## config.mk

```make
export PLATFORM = sky130hd
export DESIGN_NAME = i2c_sensor_burst_read_sequencer
export DESIGN_NICKNAME = d
export VERILOG_FILES = /design/src/hw/rtl/isbrs_pkg.sv /design/src/hw/rtl/i2c_sensor_burst_read_sequencer.sv
export VERILOG_INCLUDE_DIRS = /design/src /design/src/hw/rtl
export SDC_FILE = /design/constraint.sdc
export NUM_CORES = 1
export LEC_CHECK = 0
export BUFFER_PORTS_ARGS = -buffer_cell sky130_fd_sc_hd__clkbuf_2
export CAP_MARGIN = 20
export CELL_PAD_IN_SITES_DETAIL_PLACEMENT = 0
export CELL_PAD_IN_SITES_GLOBAL_PLACEMENT = 1
export CORE_MARGIN = 3
export CORE_UTILIZATION = 30
export DETAILED_ROUTE_END_ITERATION = 16
export PLACE_DENSITY = 0.65
export SKIP_LAST_GASP = 1
export SYNTH_ARGS = -nofsm -noshare
export SYNTH_HDL_FRONTEND = slang
export SYNTH_SLANG_ARGS = --single-unit
```

## constraint.sdc

```tcl
create_clock -name clock -period 4 [get_ports clock]
set_input_delay 0.8 -clock clock [delete_from_list [all_inputs] [get_ports clock]]
set_output_delay 0.8 -clock clock [all_outputs]
set_load 0.02 [all_outputs]
```

## src/hw/rtl/i2c_sensor_burst_read_sequencer_macros.svh

```systemverilog
// ----------------------------------------------------------------------------
// I2C sensor burst read sequencer assertion macros
// Shared concurrent assertion forms, clocked on clock; ISBRS_ASSERT is qualified by reset.
// ----------------------------------------------------------------------------
`ifndef I2C_SENSOR_BURST_READ_SEQUENCER_MACROS_SVH
`define I2C_SENSOR_BURST_READ_SEQUENCER_MACROS_SVH

// Checked only while the block is out of reset.
`define ISBRS_ASSERT(label, prop, msg) \
   label: assert property (@(posedge clock) disable iff (reset) (prop)) else $error(msg);

// Checked at every edge, reset included.
`define ISBRS_ASSERT_ALWAYS(label, prop, msg) \
   label: assert property (@(posedge clock) (prop)) else $error(msg);

`endif

```

## src/hw/rtl/isbrs_pkg.sv

```systemverilog
// ----------------------------------------------------------------------------
// I2C sensor burst read sequencer package
// Transfer types, bus command codes, event codes and the step plan.
// ----------------------------------------------------------------------------
package isbrs_pkg;

   typedef enum logic [2:0] {
      CMD_NONE  = 3'd0,
      CMD_START = 3'd1,
      CMD_WRITE = 3'd2,
      CMD_ACK   = 3'd3,
      CMD_NACK  = 3'd4,
      CMD_STOP  = 3'd5
   } cmd_type;

   typedef enum logic [1:0] {
      OP_DONE    = 2'd0,
      OP_TIMEOUT = 2'd1,
      OP_BEGIN   = 2'd2
   } op_type;

   typedef struct packed {
      logic [1:0] op;
      logic [7:0] read_byte;
      logic       cycle_odd;
   } req_type;

   typedef struct packed {
      cmd_type    command;
      logic [7:0] command_byte;
      logic       capture_valid;
      logic [4:0] capture_slot;
      logic [7:0] capture_value;
      logic       error_flag;
   } rsp_type;

   localparam int unsigned ADDR_WIDTH = 5;

   localparam logic [2:0] REG_IMU_ADDRESS         = 3'd0;
   localparam logic [2:0] REG_IMU_FIRST_REGISTER  = 3'd1;
   localparam logic [2:0] REG_BARO0_ADDRESS       = 3'd2;
   localparam logic [2:0] REG_BARO1_ADDRESS       = 3'd3;
   localparam logic [2:0] REG_BARO_FIRST_REGISTER = 3'd4;

   localparam logic [6:0] IMU_ADDRESS_RESET         = 7'd104;
   localparam logic [7:0] IMU_FIRST_REGISTER_RESET  = 8'd59;
   localparam logic [6:0] BARO0_ADDRESS_RESET       = 7'd118;
   localparam logic [6:0] BARO1_ADDRESS_RESET       = 7'd119;
   localparam logic [7:0] BARO_FIRST_REGISTER_RESET = 8'd4;

   localparam logic [4:0] STEP_BEGIN          = 5'd0;
   localparam logic [4:0] STEP_IMU_WADDR      = 5'd1;
   localparam logic [4:0] STEP_IMU_REG        = 5'd2;
   localparam logic [4:0] STEP_IMU_RESTART    = 5'd3;
   localparam logic [4:0] STEP_IMU_RADDR      = 5'd4;
   localparam logic [4:0] STEP_IMU_CAP_FIRST  = 5'd6;
   localparam logic [4:0] STEP_IMU_NACK       = 5'd18;
   localparam logic [4:0] STEP_BARO_START     = 5'd19;
   localparam logic [4:0] STEP_BARO_WADDR     = 5'd20;
   localparam logic [4:0] STEP_BARO_REG       = 5'd21;
   localparam logic [4:0] STEP_BARO_RESTART   = 5'd22;
   localparam logic [4:0] STEP_BARO_RADDR     = 5'd23;
   localparam logic [4:0] STEP_BARO_CAP_FIRST = 5'd25;
   localparam logic [4:0] STEP_BARO_NACK      = 5'd29;
   localparam logic [4:0] STEP_STOP           = 5'd30;
   localparam logic [4:0] STEP_IDLE           = 5'd31;

   localparam logic [4:0] SLOT_BARO0_FIRST = 5'd14;
   localparam logic [4:0] SLOT_BARO1_FIRST = 5'd20;
   localparam logic [4:0] SLOT_LAST        = 5'd25;

endpackage

```

## src/hw/rtl/i2c_sensor_burst_read_sequencer.sv

```systemverilog
// ----------------------------------------------------------------------------
// I2C sensor burst read sequencer
// Output: each accepted transfer's result is registered in the output buffer.
// Throughput: one input transfer per cycle while the output buffer is not full;
// a two-entry output buffer keeps input flowing while one result waits to be taken.
// Reset: step goes idle, the error flag clears, the output buffer empties
// and the configuration registers return to their default values.
// ----------------------------------------------------------------------------
`include "i2c_sensor_burst_read_sequencer_macros.svh"

module i2c_sensor_burst_read_sequencer (
   input  logic                              clock,
   input  logic                              reset,
   input  logic                              req_valid,
   output logic                              req_stall,
   input  isbrs_pkg::req_type                req_payload,
   output logic                              rsp_valid,
   input  logic                              rsp_stall,
   output isbrs_pkg::rsp_type                rsp_payload,
   input  logic                              psel,
   input  logic                              penable,
   input  logic                              pwrite,
   input  logic [isbrs_pkg::ADDR_WIDTH-1:0]  paddr,
   input  logic [31:0]                       pwdata,
   output logic [31:0]                       prdata,
   output logic                              pready
);
   import isbrs_pkg::*;

   logic [6:0] imu_address_ff;
   logic [7:0] imu_first_register_ff;
   logic [6:0] baro0_address_ff;
   logic [6:0] baro1_address_ff;
   logic [7:0] baro_first_register_ff;

   logic [4:0] step_ff;
   logic [4:0] step_in;
   logic       bus_error_ff;
   logic       bus_error_in;

   rsp_type    rsp_in;
   rsp_type    head_ff;
   rsp_type    skid_ff;
   logic [1:0] count_ff;

   logic       push;
   logic       pop;
   logic       csr_write;
   logic [2:0] csr_index;
   logic [6:0] baro_address;

   assign pready    = 1'b1;
   assign csr_write = psel & penable & pwrite;
   assign csr_index = paddr[ADDR_WIDTH-1:2];

   always_ff @(posedge clock) begin
      if (reset) begin
         imu_address_ff         <= IMU_ADDRESS_RESET;
         imu_first_register_ff  <= IMU_FIRST_REGISTER_RESET;
         baro0_address_ff       <= BARO0_ADDRESS_RESET;
         baro1_address_ff       <= BARO1_ADDRESS_RESET;
         baro_first_register_ff <= BARO_FIRST_REGISTER_RESET;
      end else if (csr_write) begin
         unique case (csr_index)
            REG_IMU_ADDRESS:         imu_address_ff         <= pwdata[6:0];
            REG_IMU_FIRST_REGISTER:  imu_first_register_ff  <= pwdata[7:0];
            REG_BARO0_ADDRESS:       baro0_address_ff       <= pwdata[6:0];
            REG_BARO1_ADDRESS:       baro1_address_ff       <= pwdata[6:0];
            REG_BARO_FIRST_REGISTER: baro_first_register_ff <= pwdata[7:0];
            default: ;
         endcase
      end
   end

   always_comb begin
      unique case (csr_index)
         REG_IMU_ADDRESS:         prdata = {25'd0, imu_address_ff};
         REG_IMU_FIRST_REGISTER:  prdata = {24'd0, imu_first_register_ff};
         REG_BARO0_ADDRESS:       prdata = {25'd0, baro0_address_ff};
         REG_BARO1_ADDRESS:       prdata = {25'd0, baro1_address_ff};
         REG_BARO_FIRST_REGISTER: prdata = {24'd0, baro_first_register_ff};
         default:                 prdata = 32'd0;
      endcase
   end

   assign baro_address = req_payload.cycle_odd ? baro1_address_ff : baro0_address_ff;

   always_comb begin
      rsp_in       = '0;
      step_in      = step_ff;
      bus_error_in = bus_error_ff;
      unique case (req_payload.op)
         OP_TIMEOUT: begin
            rsp_in.command = CMD_STOP;
            bus_error_in   = 1'b1;
         end
         OP_BEGIN: begin
            step_in = STEP_BEGIN;
         end
         OP_DONE: begin
            if (step_ff != STEP_IDLE) begin
               if (step_ff >= STEP_IMU_CAP_FIRST && step_ff <= STEP_BARO_START) begin
                  rsp_in.capture_valid = 1'b1;
                  rsp_in.capture_slot  = step_ff - STEP_IMU_CAP_FIRST;
                  rsp_in.capture_value = req_payload.read_byte;
               end else if (step_ff >= STEP_BARO_CAP_FIRST && step_ff <= STEP_STOP) begin
                  rsp_in.capture_valid = 1'b1;
                  rsp_in.capture_slot  = (req_payload.cycle_odd ? SLOT_BARO1_FIRST
                                                                : SLOT_BARO0_FIRST)
                                         + (step_ff - STEP_BARO_CAP_FIRST);
                  rsp_in.capture_value = req_payload.read_byte;
               end
               unique case (step_ff)
                  STEP_BEGIN, STEP_IMU_RESTART, STEP_BARO_START, STEP_BARO_RESTART: begin
                     rsp_in.command = CMD_START;
                  end
                  STEP_IMU_WADDR: begin
                     bus_error_in        = 1'b0;
                     rsp_in.command      = CMD_WRITE;
                     rsp_in.command_byte = {imu_address_ff, 1'b0};
                  end
                  STEP_IMU_REG: begin
                     rsp_in.command      = CMD_WRITE;
                     rsp_in.command_byte = imu_first_register_ff;
                  end
                  STEP_IMU_RADDR: begin
                     rsp_in.command      = CMD_WRITE;
                     rsp_in.command_byte = {imu_address_ff, 1'b1};
                  end
                  STEP_BARO_WADDR: begin
                     rsp_in.command      = CMD_WRITE;
                     rsp_in.command_byte = {baro_address, 1'b0};
                  end
                  STEP_BARO_REG: begin
                     rsp_in.command      = CMD_WRITE;
                     rsp_in.command_byte = baro_first_register_ff;
                  end
                  STEP_BARO_RADDR: begin
                     rsp_in.command      = CMD_WRITE;
                     rsp_in.command_byte = {baro_address, 1'b1};
                  end
                  STEP_IMU_NACK, STEP_BARO_NACK: begin
                     rsp_in.command = CMD_NACK;
                  end
                  STEP_STOP: begin
                     rsp_in.command = CMD_STOP;
                  end
                  default: begin
                     rsp_in.command = CMD_ACK;
                  end
               endcase
               step_in = step_ff + 5'd1;
            end
         end
         default: ;
      endcase
      rsp_in.error_flag = bus_error_in;
   end

   assign req_stall   = (count_ff == 2'd2);
   assign rsp_valid   = (count_ff != 2'd0);
   assign rsp_payload = head_ff;
   assign push        = req_valid & ~req_stall;
   assign pop         = rsp_valid & ~rsp_stall;

   always_ff @(posedge clock) begin
      if (reset) begin
         step_ff      <= STEP_IDLE;
         bus_error_ff <= 1'b0;
         count_ff     <= 2'd0;
      end else begin
         if (push) begin
            step_ff      <= step_in;
            bus_error_ff <= bus_error_in;
         end
         count_ff <= count_ff + {1'b0, push} - {1'b0, pop};
      end
   end

   always_ff @(posedge clock) begin
      if ((count_ff == 2'd0 && push) || (count_ff == 2'd1 && push && pop)) begin
         head_ff <= rsp_in;
      end else if (count_ff == 2'd2 && pop) begin
         head_ff <= skid_ff;
      end
      if (count_ff == 2'd1 && push && !pop) begin
         skid_ff <= rsp_in;
      end
   end

   `ISBRS_ASSERT_ALWAYS(a_reset_empties, reset |=> !rsp_valid, "output buffer not empty after reset")
   `ISBRS_ASSERT(a_slot_range, rsp_valid && rsp_payload.capture_valid |-> rsp_payload.capture_slot <= SLOT_LAST, "capture slot out of range")
   `ISBRS_ASSERT(a_begin_step, push && req_payload.op == OP_BEGIN |=> step_ff == STEP_BEGIN, "begin did not reset the step")
   `ISBRS_ASSERT(a_timeout_error, push && req_payload.op == OP_TIMEOUT |=> bus_error_ff, "timeout did not set the error flag")
   `ISBRS_ASSERT(a_idle_holds, push && req_payload.op == OP_DONE && step_ff == STEP_IDLE |=> step_ff == STEP_IDLE, "idle step advanced on done")

endmodule
```

==> results.txt, run 1 <==
cell types with the highest counts after synthesis: sky130_fd_sc_hd__edfxtp_1 (52), sky130_fd_sc_hd__nor2_1 (49), sky130_fd_sc_hd__dfxtp_1 (45), sky130_fd_sc_hd__mux2i_1 (34), sky130_fd_sc_hd__buf_4 (27)
clock buffers created by TritonCTS: 9
most frequently used cell type in the post-synthesis netlist: sky130_fd_sc_hd__edfxtp_1
number of antenna violations at the first check in global routing: 0
CTS H-tree lvls: 3
Post-Synthesis Cells: 485
RSZ-0062 raised after global routing: false
Port Buffers: 64
grt met3 use: 3.073%
Yosys warning count: 0
synthesized area: 0.005233 sq mm
Vert. Die Dim: 138.1 microns
maximum net fanout on the critical path: 19
dpl ws: 0.8797 ns
CP endpoint: prdata[4]
number of buffers inserted to repair setup after CTS: 0
sum of net half-perimeters after detailed placement: 8.518 mm
starting utilization of the core area: 31.11%
Synth Flop Type: sky130_fd_sc_hd__edfxtp_1
GRT Total Usage: 12.18%
maximum count of clock buffers along a single path: 2
post-synthesis register bit count: 97
HP Class: register to register
maximum number of pins on one net before global-route repair: 46
number of cells on the worst hold path: 1
chip width: 138.1 microns
hold slack final: 0.4962 ns
leakage: 2.395 nW
R2R Path Start: step_ff[0]$_SDFFE_PP1P_
number of nets with antenna violations after routing: 0
total congestion overflow after global routing: 0
setup skew after layout: 0.007201 ns
first-pass detailed-route iteration total: 4
synth top area cells: sky130_fd_sc_hd__edfxtp_1 (30%), sky130_fd_sc_hd__dfxtp_1 (17%), sky130_fd_sc_hd__mux2i_1 (6.5%)
Post-synth ARST share: 0%
fraction of met1 tracks used by global routing: 17.20%
core occupancy in the finished layout: 35.55%
number of distinct library cells after synthesis: 62
post-route clock period utilization: 78.81%
critical register-to-register path endpoint: rsp_payload[18]$_DFFE_PP_
Reg2Reg Depth: 8
CP Capture Type: output port
met2 capacity usage during global routing: 18.17%
total of endpoints with negative setup slack in the final report: 0
Residual DRC: 0
peak ir drop on the vdd network: 279.0 uV
sink count of the clock tree: 97
clock tree from TritonCTS: built
vias in the first global route: 3,528
Synth area leader: sky130_fd_sc_hd__edfxtp_1
Setup TNS Final: 0 ns
measured slew at the worst slew-check pin: 0.9927 ns
Max Slew Vio Count: 0
top-area cell type share of the netlist area: 29.84%
hold violation total from the final report: 0
Min Clock Period, post-route: 3.152 ns
DRT iter0 DRCs: 250
number of enable-type register cells in the synthesized netlist: 52
number of core rows: 47
Reg clk slew, reported paths: 0.07 ns
Worst EP arrival: 2.35 ns
source of the critical timing path: paddr[3]
sequential share of the synthesized area: 47.06%
type of origin of the critical path: input pin
pwr/cell area: 487.0 mW/mm^2
result of the run: complete, no violations
routability cong.: 0.7787
cell chosen for the clock root: sky130_fd_sc_hd__clkbuf_16
boundary pin count: 116
max-slew headroom at the worst pin: 33.82%
total length of routed wires: 11.91 mm
worst setup slack after layout: 0.8477 ns
global-route wire length before repair: 18.85 mm
gr busiest metal: met2
Via-to-Cell Ratio: 4.846
number of resized instances in the post-cts repair step: 0
max-cap viol count: 0
floorplan die area: 0.01906 sq mm
worst setup path category: input pin to output port
total via count in the routed design: 3,702
Avg WL per Cell: 15.59 microns
per-instance average area after synthesis: 10.79 sq um
final antenna diode count: 0
setup slack of the most critical reg-to-reg path: 1.27 ns
Fmax: 317.2 MHz
number of nets in the layout: 609
hold bufs inserted after CTS: 0
core area: 0.01682 sq mm
clock latency at the later pin of the worst-skew pair: 0.35 ns
layout cell share with drive strength beyond 1: 24.82%
layout-stage area growth over the synthesis result: 14.28%
data required time at the worst endpoint: 3.20 ns
how the worst min path moves through the flow:
stage,to,start
CTS,imu_address_ff[3]$_SDFFE_PP1P_,imu_address_ff[3]$_SDFFE_PP1P_
finish,imu_address_ff[3]$_SDFFE_PP1P_,imu_address_ff[3]$_SDFFE_PP1P_
global placement,imu_address_ff[6]$_SDFFE_PP1P_,imu_address_ff[6]$_SDFFE_PP1P_
floorplan,imu_address_ff[3]$_SDFFE_PP1P_,imu_address_ff[3]$_SDFFE_PP1P_
detailed placement,imu_address_ff[3]$_SDFFE_PP1P_,imu_address_ff[3]$_SDFFE_PP1P_
global route,imu_address_ff[3]$_SDFFE_PP1P_,imu_address_ff[3]$_SDFFE_PP1P_
metrics by stage:
stage               cell area, sq um  total power [W]  cells
global route                    5979         0.003068    764
floorplan                       5319         0.001850    508
detailed placement              5667         0.002044    748
CTS                             5979         0.002954    764
global placement                5667         0.002028    748
finish                          5979         0.002912    764
layer usage:
layer	up-vias	part of all wire, %
met2	120	44
met1	1773	48
met4	0	1.4
li1	1795	-
met5	-	0
met3	14	6.1
state kept, by name (all words and copies together) (netlist names):
signal,count
count_ff,2
imu_address_ff,7
bus_error_ff,1
baro1_address_ff,7
baro0_address_ff,7
step_ff,5
skid_ff,26
rsp_payload,26
baro_first_register_ff,8
imu_first_register_ff,8
final cells by class:
| cell class | instances | area [sq um] |
|---|---|---|
| fill | 1715 | 10840 |
| multi-input combinational | 336 | 2464 |
| sequential | 97 | 2462 |
| timing repair buffer | 71 | 372.9 |
| tap | 220 | 275.3 |
| clock buffer | 11 | 242.7 |
| inverter | 24 | 92.59 |
| clock inverter | 5 | 70.07 |
critical path: stages:
cell and delay, ns:
sky130_fd_sc_hd__clkbuf_2 0.37, sky130_fd_sc_hd__nor2b_1 0.56, sky130_fd_sc_hd__a21oi_1 0.13, sky130_fd_sc_hd__o22ai_1 0.26
sky130_fd_sc_hd__clkbuf_2 0.23
cell usage in the layout, fill, tap and decap left out, types with 6 or more instances in the layout:
cell type                   instances
sky130_fd_sc_hd__inv_1             20
sky130_fd_sc_hd__nor2b_1           21
sky130_fd_sc_hd__a21oi_1           15
sky130_fd_sc_hd__ha_1              14
sky130_fd_sc_hd__o21a_1            10
sky130_fd_sc_hd__nor2_1            49
sky130_fd_sc_hd__and2_4             8
sky130_fd_sc_hd__mux2_2            18
sky130_fd_sc_hd__edfxtp_1          52
sky130_fd_sc_hd__clkbuf_2          64
sky130_fd_sc_hd__mux2i_1           34
sky130_fd_sc_hd__nand3_1            6
sky130_fd_sc_hd__o21ai_1           10
sky130_fd_sc_hd__dfxtp_1           45
sky130_fd_sc_hd__clkbuf_16          9
sky130_fd_sc_hd__a211o_1           22
sky130_fd_sc_hd__conb_1            25
sky130_fd_sc_hd__buf_4              7
sky130_fd_sc_hd__nand2_1           17
sky130_fd_sc_hd__o21ai_0            8
sky130_fd_sc_hd__a22oi_1            9
kinds of logic after synthesis:
group / after synthesis / synth area share, %
other: 2 / 0.1435
multiplexers: 54 / 11.24
AO/OA/AOI/OAI: 101 / 14.20
XOR/XNOR: 8 / 1.339
buffers and inverters: 75 / 7.795
flip-flops: 97 / 47.06
AND/OR/NAND/NOR: 133 / 14.49
adder cells (fa/ha/maj): 15 / 3.730
where the power goes:
group / switching, W / leakage (nW) / total, W / internal, W
Combinational: 0.000471 / 1.37 / 0.000746 / 0.000275
Sequential: 0.0000679 / 0.866 / 0.00126 / 0.00120
Clock: 0.000386 / 0.155 / 0.000902 / 0.000515
Note: power is estimated with default switching activity, not from simulation.
==> run 2, diff against run 1 <==
PLACE_DENSITY = 0.67   (was 0.65)
clock period = 2.5 ns   (was 4 ns; I/O delays follow)
==> results.txt, run 2 (synthesis gave the netlist of run 1 again) <==
clock latency at the later pin of the worst-skew pair: 0.35 ns (about the same)
clock group share of total power: 30.0% (-1.0 points)
first-pass detailed-route iteration total: 5 (+1)
Worst EP arrival: 2.54 ns (+0.19 ns)
clock tree from TritonCTS: built
leakage: 2.520 nW (+5.2%)
global-route wire length before repair: 19.15 mm (+1.6%)
dpl ws: 0.1070 ns (-0.7728 ns)
sink count of the clock tree: 97 (unchanged)
total via count in the routed design: 3,760 (+1.6%)
chain of cells forming the critical path: ha_1 -> and3_1 -> ha_1 -> nor2_1 -> nand2_1 -> nor4_4 -> buf_4 -> o21a_1 -> mux2_2
Reg2Reg Depth: 9 (+1)
clock buffers created by TritonCTS: 9 (unchanged)
sum of net half-perimeters after detailed placement: 8.984 mm (+5.5%)
Largest regs: rsp_payload (26), skid_ff (26)
layout-stage area growth over the synthesis result: 18.24%
HP Class: input pin to register
DRT iter0 DRCs: 235 (-6.0%)
CP endpoint: rsp_payload[20]$_DFFE_PP_
cell type of the slowest stage on the worst timing path: sky130_fd_sc_hd__dfxtp_1
worst setup slack after layout: 0.1740 ns (-0.6737 ns)
CP Capture Type: register
maximum number of pins on one net before global-route repair: 46 (unchanged)
hold violation total from the final report: 0 (unchanged)
relative contribution of sequential cells to total power: 42.4% (-1.0 points)
starting utilization of the core area: 31.11% (unchanged)
count of fill cells added during filler insertion: 1,714 (-0.058%)
cell chosen for the clock root: sky130_fd_sc_hd__clkbuf_16
source of the critical timing path: step_ff[0]$_SDFFE_PP1P_
setup skew after layout: 0.01040 ns (+0.003202 ns)
Port Buffers: 64 (unchanged)
max-slew headroom at the worst pin: 33.44% (-0.38 points)
layout cell share with drive strength beyond 1: 28.60% (+3.8 points)
reported net switching power: 0.001503 W (+62%)
number of core rows: 47 (unchanged)
met2 routed wirelength: 5.367 mm (+2.2%)
chip width: 138.1 microns (unchanged)
pwr/cell area: 762.7 mW/mm^2 (+57%)
maximum count of clock buffers along a single path: 2 (unchanged)
Via-to-Cell Ratio: 4.759 (-1.8%)
floorplan die area: 0.01906 sq mm (unchanged)
routed length on met3: 653 microns (-10%)
combinational cell fraction of total power: 27.6% (+2.0 points)
final antenna diode count: 0 (unchanged)
Vert. Die Dim: 138.1 microns (unchanged)
post-route clock period utilization: 93.04%
measured slew at the worst slew-check pin: 0.9984 ns (+0.005698 ns)
maximum net fanout on the critical path: 8 (-11)
type of origin of the critical path: register
critical register-to-register path endpoint: rsp_payload[20]$_DFFE_PP_
total of endpoints with negative setup slack in the final report: 0 (unchanged)
routability cong.: 0.7924 (+1.8%)
internal power summed over all cells: 0.003216 W (+62%)
worst setup path category: register to register
most numerous cell on the critical path: sky130_fd_sc_hd__ha_1
total length of routed wires: 12.01 mm (+0.82%)
area taken by flip-flops and latches: 0.002462 sq mm (unchanged)
GRT Total Usage: 12.31% (+0.13 points)
multi-input combinational cell area: 0.002474 sq mm (+0.41%)
max-cap viol count: 0 (unchanged)
number of nets in the layout: 635 (+4.3%)
Residual DRC: 0 (unchanged)
CTS H-tree lvls: 3 (unchanged)
most used cells in the layout excluding fill and tap cells: sky130_fd_sc_hd__clkbuf_2 (64), sky130_fd_sc_hd__edfxtp_1 (52), sky130_fd_sc_hd__nor2_1 (49)
hold slack final: 0.4122 ns (-0.08404 ns)
setup slack of the most critical reg-to-reg path: 0.17 ns (-1.10 ns)
Max stage delay on crit path: 0.38 ns (-0.18 ns)
data required time at the worst endpoint: 2.71 ns (-0.49 ns)
total congestion overflow after global routing: 0 (unchanged)
boundary pin count: 116 (unchanged)
result of the run: complete, no violations
Avg WL per Cell: 15.20 microns (-2.5%)
Min Clock Period, post-route: 2.326 ns
number of nets with antenna violations after routing: 0 (unchanged)
number of antenna violations at the first check in global routing: 0 (unchanged)
core area: 0.01682 sq mm (unchanged)
highest routed metal layer: met4
most common cell after layout, fill and taps aside: sky130_fd_sc_hd__clkbuf_2
Max Slew Vio Count: 0 (unchanged)
RSZ-0062 raised after global routing: false
Reg clk slew, reported paths: 0.07 ns (about the same)
vias in the first global route: 3,662 (+3.8%)
peak ir drop on the vdd network: 395.6 uV (+42%)
Fmax: 429.9 MHz
fraction of power spent switching nets: 31.85% (+0.075 points)
Setup TNS Final: 0 ns (unchanged)
Met1 Routed Length: 5.816 mm (+0.85%)
R2R Path Start: step_ff[0]$_SDFFE_PP1P_
-- run 2: what timing repair did --
action / CTS / global route
hold buffers: 0 / 0
gates resized for setup: 0 / 1
setup endpoints to repair: 0 / 1
setup buffers: 0 / 0
-- run 2: worst max-delay path: cells and delay by family (launching register included) --
kind,cells,cell delay [ns]
adder cells (fa/ha/maj),2,0.50
flip-flops,1,0.38
AND/OR/NAND/NOR,4,0.75
multiplexers,1,0.17
AO/OA/AOI/OAI,1,0.20
buffers and inverters,1,0.20
-- run 2: area by class of cell --
type	instances	area share, %
inverter	24	1.496
timing repair buffer	97	9.383
clock buffer	9	3.640
multi-input combinational	336	39.98
tap	220	4.449
sequential	97	39.80
clock inverter	7	1.254
-- run 2: metrics by stage --
step / cells / area (sq um) / utilization, % / total power, W
finish: 790 / 6187 / 36.79 / 0.004719
global route: 790 / 6187 / 36.79 / 0.004959
CTS: 790 / 6183 / 36.77 / 0.004768
detailed placement: 774 / 5881 / 34.97 / 0.003351
global placement: 774 / 5881 / 34.97 / 0.003326
floorplan: 508 / 5324 / - / 0.002957
-- run 2: metal layers --
metal / GRT usage (%) / up-vias
li1: - / 1849
met1: 16.82 / 1782
met2: 19.32 / 116
met3: 2.624 / 13
met4: 4.420 / 0
met5: 0 / -
-- run 2: how the worst min path moves through the flow --
stage	startpoint	endpoint	slack (ns)	depth (start not counted)
2_1_floorplan	imu_address_ff[3]$_SDFFE_PP1P_	imu_address_ff[3]$_SDFFE_PP1P_	0.45	1
3_3_place_gp	imu_address_ff[6]$_SDFFE_PP1P_	imu_address_ff[6]$_SDFFE_PP1P_	0.48	1
3_5_place_dp	imu_address_ff[5]$_SDFFE_PP1P_	imu_address_ff[5]$_SDFFE_PP1P_	0.49	1
4_1_cts	pwdata[7]	imu_first_register_ff[7]$_SDFFE_PP0P_	0.40	3
5_1_grt	pwdata[7]	baro_first_register_ff[7]$_SDFFE_PP0P_	0.42	3
6_report	pwdata[7]	imu_first_register_ff[7]$_SDFFE_PP0P_	0.41	3
-- run 2: power groups by stage --
stage	Clock, W	Sequential [W]	Combinational, W
3_3_place_gp	0	0.00203	0.00129
5_1_grt	0.00151	0.00202	0.00143
2_1_floorplan	0	0.00216	0.000802
3_5_place_dp	0	0.00204	0.00131
4_1_cts	0.00145	0.00201	0.00132
6_report	0.00141	0.00200	0.00130
